===== src/hw/rtl/psart_pkg.sv =====
// Shared types and constants of the per-source anti-replay table.
`timescale 1ns / 1ps

package psart_pkg;

    localparam int IDENT_W  = 53;
    localparam int WO_W     = 32;
    localparam int SERIAL_W = 64;

    localparam logic [4:0] SLOT_LIMIT = 5'd24;
    localparam logic [1:0] TEAM_MAX   = 2'd2;

    // The event being looked up, held steady while its token walks the chain.
    typedef struct packed {
        logic [IDENT_W-1:0]  ident;
        logic [WO_W-1:0]     wo;
        logic [SERIAL_W-1:0] serial;
    } t_query;

    // Token that moves one cell per cycle.
    typedef struct packed {
        logic vld;
        logic done;
        logic acc;
    } t_token;

endpackage


===== src/hw/rtl/psart_cell.sv =====
// One table entry of the anti-replay chain with its token stage.
`timescale 1ns / 1ps

module psart_cell (
    input  logic              i_clk,
    input  logic              i_rst_n,
    input  logic              i_clear,
    input  psart_pkg::t_query i_query,
    input  psart_pkg::t_token i_tok,
    output psart_pkg::t_token o_tok
);

    logic                               r_valid;
    logic [psart_pkg::SERIAL_W-1:0]     r_serial;
    logic [psart_pkg::IDENT_W-1:0]      r_ident;
    logic [psart_pkg::WO_W-1:0]         r_wo;
    psart_pkg::t_token                  r_tok;
    psart_pkg::t_token                  n_tok;
    logic                               n_valid;
    logic                               w_active;
    logic                               w_match;
    logic                               w_newer;
    logic                               w_claim;
    logic                               w_update;

    assign w_active = i_tok.vld && !i_tok.done;
    assign w_match  = r_valid && (r_ident == i_query.ident) && (r_wo == i_query.wo);
    assign w_newer  = i_query.serial > r_serial;
    assign w_claim  = w_active && !r_valid;
    assign w_update = w_active && w_match && w_newer;

    always_comb begin
        n_tok = i_tok;
        if (w_active && w_match) begin
            n_tok.done = 1'b1;
            n_tok.acc  = w_newer;
        end else if (w_claim) begin
            n_tok.done = 1'b1;
            n_tok.acc  = 1'b1;
        end
        n_valid = r_valid;
        if (i_clear) begin
            n_valid = 1'b0;
        end else if (w_claim) begin
            n_valid = 1'b1;
        end
    end

    always_ff @(posedge i_clk) begin
        if (!i_rst_n) begin
            r_valid <= 1'b0;
            r_tok   <= '0;
        end else begin
            r_valid <= n_valid;
            r_tok   <= n_tok;
        end
    end

    always_ff @(posedge i_clk) begin
        if (w_claim || w_update) begin
            r_serial <= i_query.serial;
        end
        if (w_claim) begin
            r_ident <= i_query.ident;
            r_wo    <= i_query.wo;
        end
    end

    assign o_tok = r_tok;

endmodule


===== src/hw/rtl/per_source_anti_replay_table.sv =====
// Top level of the per-source anti-replay table: screening, epoch and cell chain.
`timescale 1ns / 1ps

// Each item is one event: an actor key, team, weapon, object and serial.
// An item is taken at a rising edge where start is high and busy is low.
// The single result (o_accepted) shows for exactly one cycle, marked by
// o_result_valid; the receiver cannot stall it, so nothing ever waits.
// Events with a bad key, a bad team, a zero serial or an older epoch are
// screened at the input: their reject strobe follows in the next cycle and
// busy never rises, so another item can be taken right away.
// Any other event raises busy and sends a token down a row of
// CHANNEL_COUNT cells, one cell per cycle. Live entries always form a
// prefix of the row, because entries are only freed all together, so the
// first cell that either matches or is free settles the item. The token
// passes the inject register, every cell register and then the result
// register, where the strobe shows and busy falls; no new item is taken
// while a token is in the row.
// A newer epoch frees every cell at the accepting edge (valid bits only)
// before the token starts. Reset clears the epoch, all valid bits, busy
// and the result strobe; no clearing pass is needed.
module per_source_anti_replay_table #(
    parameter int CHANNEL_COUNT = 16
) (
    input  logic        i_clk,
    input  logic        i_rst_n,
    input  logic        start,
    output logic        busy,
    input  logic [31:0] i_actor_epoch,
    input  logic [4:0]  i_actor_slot,
    input  logic [15:0] i_actor_instance,
    input  logic [15:0] i_actor_character,
    input  logic [15:0] i_actor_life,
    input  logic [1:0]  i_team_id,
    input  logic [15:0] i_weapon_id,
    input  logic [15:0] i_object_id,
    input  logic [63:0] i_serial_value,
    output logic        o_result_valid,
    output logic        o_accepted
);

    logic              r_busy;
    logic              r_inj;
    logic              r_out_vld;
    logic              r_acc;
    logic [31:0]       r_epoch;
    psart_pkg::t_query r_query;
    psart_pkg::t_token w_tok [CHANNEL_COUNT+1];

    logic w_accept;
    logic w_key_bad;
    logic w_older;
    logic w_reject;
    logic w_clear;

    assign w_accept = start && !r_busy;

    // Screening that needs no table lookup.
    assign w_key_bad = (i_actor_epoch == 32'd0) || (i_actor_slot >= psart_pkg::SLOT_LIMIT) ||
                       (i_actor_instance == 16'd0) || (i_actor_character == 16'd0) ||
                       (i_actor_life == 16'd0) || (i_serial_value == 64'd0) ||
                       (i_team_id > psart_pkg::TEAM_MAX);
    assign w_older  = (r_epoch != 32'd0) && (i_actor_epoch < r_epoch);
    assign w_reject = w_key_bad || w_older;
    assign w_clear  = w_accept && !w_reject && (i_actor_epoch != r_epoch);

    always_ff @(posedge i_clk) begin
        if (!i_rst_n) begin
            r_busy    <= 1'b0;
            r_inj     <= 1'b0;
            r_out_vld <= 1'b0;
            r_epoch   <= '0;
        end else begin
            r_inj     <= w_accept && !w_reject;
            r_out_vld <= (w_accept && w_reject) || w_tok[CHANNEL_COUNT].vld;
            if (w_accept && !w_reject) begin
                r_busy <= 1'b1;
            end else if (w_tok[CHANNEL_COUNT].vld) begin
                r_busy <= 1'b0;
            end
            if (w_clear) begin
                r_epoch <= i_actor_epoch;
            end
        end
    end

    // The query stays put while its token walks; only one item is in flight.
    always_ff @(posedge i_clk) begin
        if (w_accept) begin
            r_query.ident  <= {i_actor_slot, i_actor_instance, i_actor_character,
                               i_actor_life};
            r_query.wo     <= {i_weapon_id, i_object_id};
            r_query.serial <= i_serial_value;
        end
        // A screened reject reports zero; otherwise the token that leaves the
        // row tells whether some cell took the event. A token still open at
        // the end means the table is full.
        r_acc <= w_accept ? 1'b0 : (w_tok[CHANNEL_COUNT].done && w_tok[CHANNEL_COUNT].acc);
    end

    assign w_tok[0] = '{vld: r_inj, done: 1'b0, acc: 1'b0};

    for (genvar g = 0; g < CHANNEL_COUNT; g++) begin : g_cell
        psart_cell u_cell (
            .i_clk   (i_clk),
            .i_rst_n (i_rst_n),
            .i_clear (w_clear),
            .i_query (r_query),
            .i_tok   (w_tok[g]),
            .o_tok   (w_tok[g+1])
        );
    end

    assign busy           = r_busy;
    assign o_result_valid = r_out_vld;
    assign o_accepted     = r_acc;

endmodule


===== config.mk =====
export PLATFORM = sky130hd
export DESIGN_NAME = per_source_anti_replay_table
export DESIGN_NICKNAME = d
export VERILOG_FILES = /design/src/hw/rtl/psart_pkg.sv /design/src/hw/rtl/psart_cell.sv /design/src/hw/rtl/per_source_anti_replay_table.sv
export SDC_FILE = /design/constraint.sdc
export NUM_CORES = 2
export LEC_CHECK = 0
export BUFFER_PORTS_ARGS = -buffer_cell sky130_fd_sc_hd__clkbuf_2
export CAP_MARGIN = 40
export CORE_ASPECT_RATIO = 2
export CORE_UTILIZATION = 50
export DETAILED_ROUTE_END_ITERATION = 12
export PLACE_DENSITY = 0.68
export RECOVER_POWER = 25
export SLEW_MARGIN = 20
export SYNTH_ARGS = -nofsm -noshare
export SYNTH_HDL_FRONTEND = slang
export SYNTH_HIERARCHICAL = 1
export SYNTH_SLANG_ARGS = --single-unit

===== constraint.sdc =====
create_clock -name i_clk -period 6.1 [get_ports i_clk]
set_clock_uncertainty 0.05 [all_clocks]
set_input_delay 0.61 -clock i_clk [delete_from_list [all_inputs] [get_ports i_clk]]
set_output_delay 0.61 -clock i_clk [all_outputs]
set_load 0.05 [all_outputs]

==> results.txt <==
Post-Synth Adder-Cell Area: 0.108
leakage power: 0.0541 uW
die height: 703 microns
layout overhead on the synthesized area: 14.3%
Final period util: 0.899
Tot GR Track Use: 0.269
vias in the first global route: 78.2k
CTS root buf: clkbuf_16
Top FF cell, synth: edfxtp_1
Initial DRC Count: 5072
DRT antenna net count: 0
full die area: 0.248 sq mm
Fmax: 0.182 GHz
Tmin final: 5.48 ns
DR vias: 75.9k
later-pin clock latency in the skew report: 0.93 ns
Syn Std Cell Area: 0.123 sq mm
post-synthesis cell type count: 53
met1 Use GR: 0.280
largest family of logic cells by synthesized area: adder cells
TNS Setup: 0 ns
nets: 11.0k
Post-Syn Instances: 8811
post-DR wirelength/cell: 25.4 microns
sequential fraction of the synthesis area: 0.636
XOR/XNOR Fraction of Synth Area: 0.0856
CTS Hold Buffers Added: 173
dpl hpwl: 235000 microns
GRT met3 Usage: 0.0324
Via density: 5.73
Synth Area per Inst: 13.9 sq um
commonest non-fill, non-tap cells in the layout: edfxtp_1, inv_1, xor2_1, ha_1, a21oi_1
CP max FO: 34
Max stage delay cell, worst path: clkbuf_1
largest net degree at the start of global routing: 88
post-synthesis mux area share: 0.00261
Placer Congestion: 0.972
Die X: 352 microns
Remaining DRCs: 0
clk sinks: 2633
met2 GRT Util: 0.491
violated checks: max-capacitance violations, max-slew violations
Hold Path End: r_query[121]
Worst Setup Start Kind: register
CTS tree: done
clock slew at reported path FFs: 0.07 ns
WS Path Type: reg2reg
outcome: complete, but fails checks
Cell Rows: 256
pwr/cell area: 275 mW/mm^2
final setup violation count: 0
clock tree buffer depth: 4
Setup Buffers After CTS: 0
post_cts resized: 0
max-cap viol count: 16
Slew headroom: -0.703
first-pass GRT wire length: 491000 microns
Hold Path Depth: 1
Num CTS Buffers: 234
post-synthesis simple-gate area fraction: 0.0722
worst r2r dst: g_cell[2].u_cell/r_serial[53]
Worst-Margin Slew: 2.55 ns
slowest stage delay, CP: 1.72 ns
WL final: 336000 microns
initial antenna violation count: 31
Synth Area in Compound Gates: 0.0563
Final Hold Fails: 0
Post-synth EDFFs: 2533
CP cell instances: clkbuf_1, ha_1, a21oi_1, o21ai_0, a21oi_1, o21ai_0, a221oi_2, a211oi_2, or2_4, buf_12
Port-buffer cells: 188
GRT Max-Usage Layer: met2
Ys Warns: 6
htree depth: 4
GRT overflow: 0
R2R depth: 10
# IOs: 189
number of synthesized register bits: 2633
unrepaired setup endpoints after global routing: false
Tot Pwr: 38500 uW
layout cell share with drive strength beyond 1: 0.0784
DRT Pass-1 Iters: 6
core area: 0.243 sq mm
Hold Startpoint: i_actor_character[9]
crit path DAT: 6.03 ns
R2R Setup Slk: 0.62 ns
Max Transition Viols Final: 544
peak supply drop: 0.328 mV
CP endpoint kind: register
Synth async-reset ratio: 0
Core Util, Final: 0.576
Layout fillers: 19.3k
most common cell after layout, fill and taps aside: edfxtp_1
Initial Utilization: 0.504
FF-to-FF Start: r_query[55]
HP Class: in2reg
required time of the critical path: 6.64 ns
## cell type report
cell class | count | area [sq um] | area share
clock inverter | 138 | 1380 | 0.00981
tap | 3225 | 4040 | 0.0288
timing repair buffer | 737 | 5630 | 0.0401
antenna | 54 | 135 | 0.000963
multi-input combinational | 4903 | 40100 | 0.286
inverter | 1266 | 4760 | 0.0339
clock buffer | 289 | 6210 | 0.0442
sequential | 2633 | 78100 | 0.556
## per-layer routing
layer / part of all wire / wire length [microns]
met1: 0.34 / 116000
met2: 0.52 / 175000
met3: 0.048 / 16100
met4: 0.087 / 29400
met5: 0.00026 / 88
## worst max-delay path by stage
stage	end	depth (start not counted)	startpoint	slack (ns)
2_1_floorplan	g_cell[0].u_cell/r_serial[0]	3	r_inj	1.25
3_3_place_gp	g_cell[14].u_cell/r_serial[56]	10	r_query[22]	0.56
3_5_place_dp	g_cell[2].u_cell/r_serial[53]	11	r_query[22]	1.11
4_1_cts	g_cell[2].u_cell/r_serial[36]	11	r_query[22]	1.02
5_1_grt	g_cell[8].u_cell/r_serial[63]	11	r_query[53]	0.53
6_report	g_cell[2].u_cell/r_serial[53]	10	r_query[55]	0.62
## sequential cells by signal, summed over array words and instances, names as in the netlist
name	count
busy	1
g_cell.u_cell/o_tok	48
g_cell.u_cell/r_ident	848
g_cell.u_cell/r_serial	1024
g_cell.u_cell/r_valid	16
g_cell.u_cell/r_wo	512
o_accepted	1
o_result_valid	1
r_epoch	32
r_inj	1
r_query	149
## cell usage after synthesis (65+ instances only)
master | instances | area, sq um
a21o_1 | 67 | 503
inv_1 | 1266 | 4750
xor2_1 | 1088 | 9530
nand3_1 | 71 | 355
o21ai_0 | 177 | 886
nor3_1 | 65 | 325
nor2b_1 | 65 | 407
dfxtp_1 | 100 | 2000
a221oi_1 | 80 | 701
a21oi_1 | 493 | 2470
xnor2_1 | 112 | 981
ha_1 | 1056 | 13200
nand4_1 | 385 | 2410
edfxtp_1 | 2533 | 76100
nor4_1 | 350 | 2190
nor2_1 | 84 | 315
nand2_1 | 293 | 1100
## where the power goes
group          switching (uW)  internal (uW)
registers                 259          20100
clock network            6730           8280
logic                    2090           1080
total                    9080          29500
## kinds of logic after synthesis
| family | after synthesis |
|---|---|
| buffers and inverters | 1277 |
| adders and majority gates | 1056 |
| other | 1 |
| AOI/OAI and AO/OA | 1100 |
| and+or+nand+nor | 1512 |
| xor gates and xnor gates | 1200 |
| muxes | 32 |
| DFF | 2633 |
## per-stage QoR
stage / setup slack [ns] / hold WS, ns / instance area (sq um) / instances
floorplan: 1.25 / 0.377 / 123000 / 8813
detailed placement: 1.11 / 0.393 / 131000 / 12569
global placement: 0.555 / 0.389 / 131000 / 12531
finish: 0.618 / 0.128 / 140000 / 13245
global route: 0.532 / 0.133 / 140000 / 13241
CTS: 1.02 / 0.0427 / 141000 / 13169
## worst max-delay path: cells and delay by family, from the launching register on
kind	cells	cell delay [ns]
buffers and inverters	2	1.96
AOI/OAI and AO/OA	6	1.77
adders and majority gates	1	0.52
DFF	1	0.33
and+or+nand+nor	1	0.47
No activity file was read; power rests on OpenSTA's default activity.
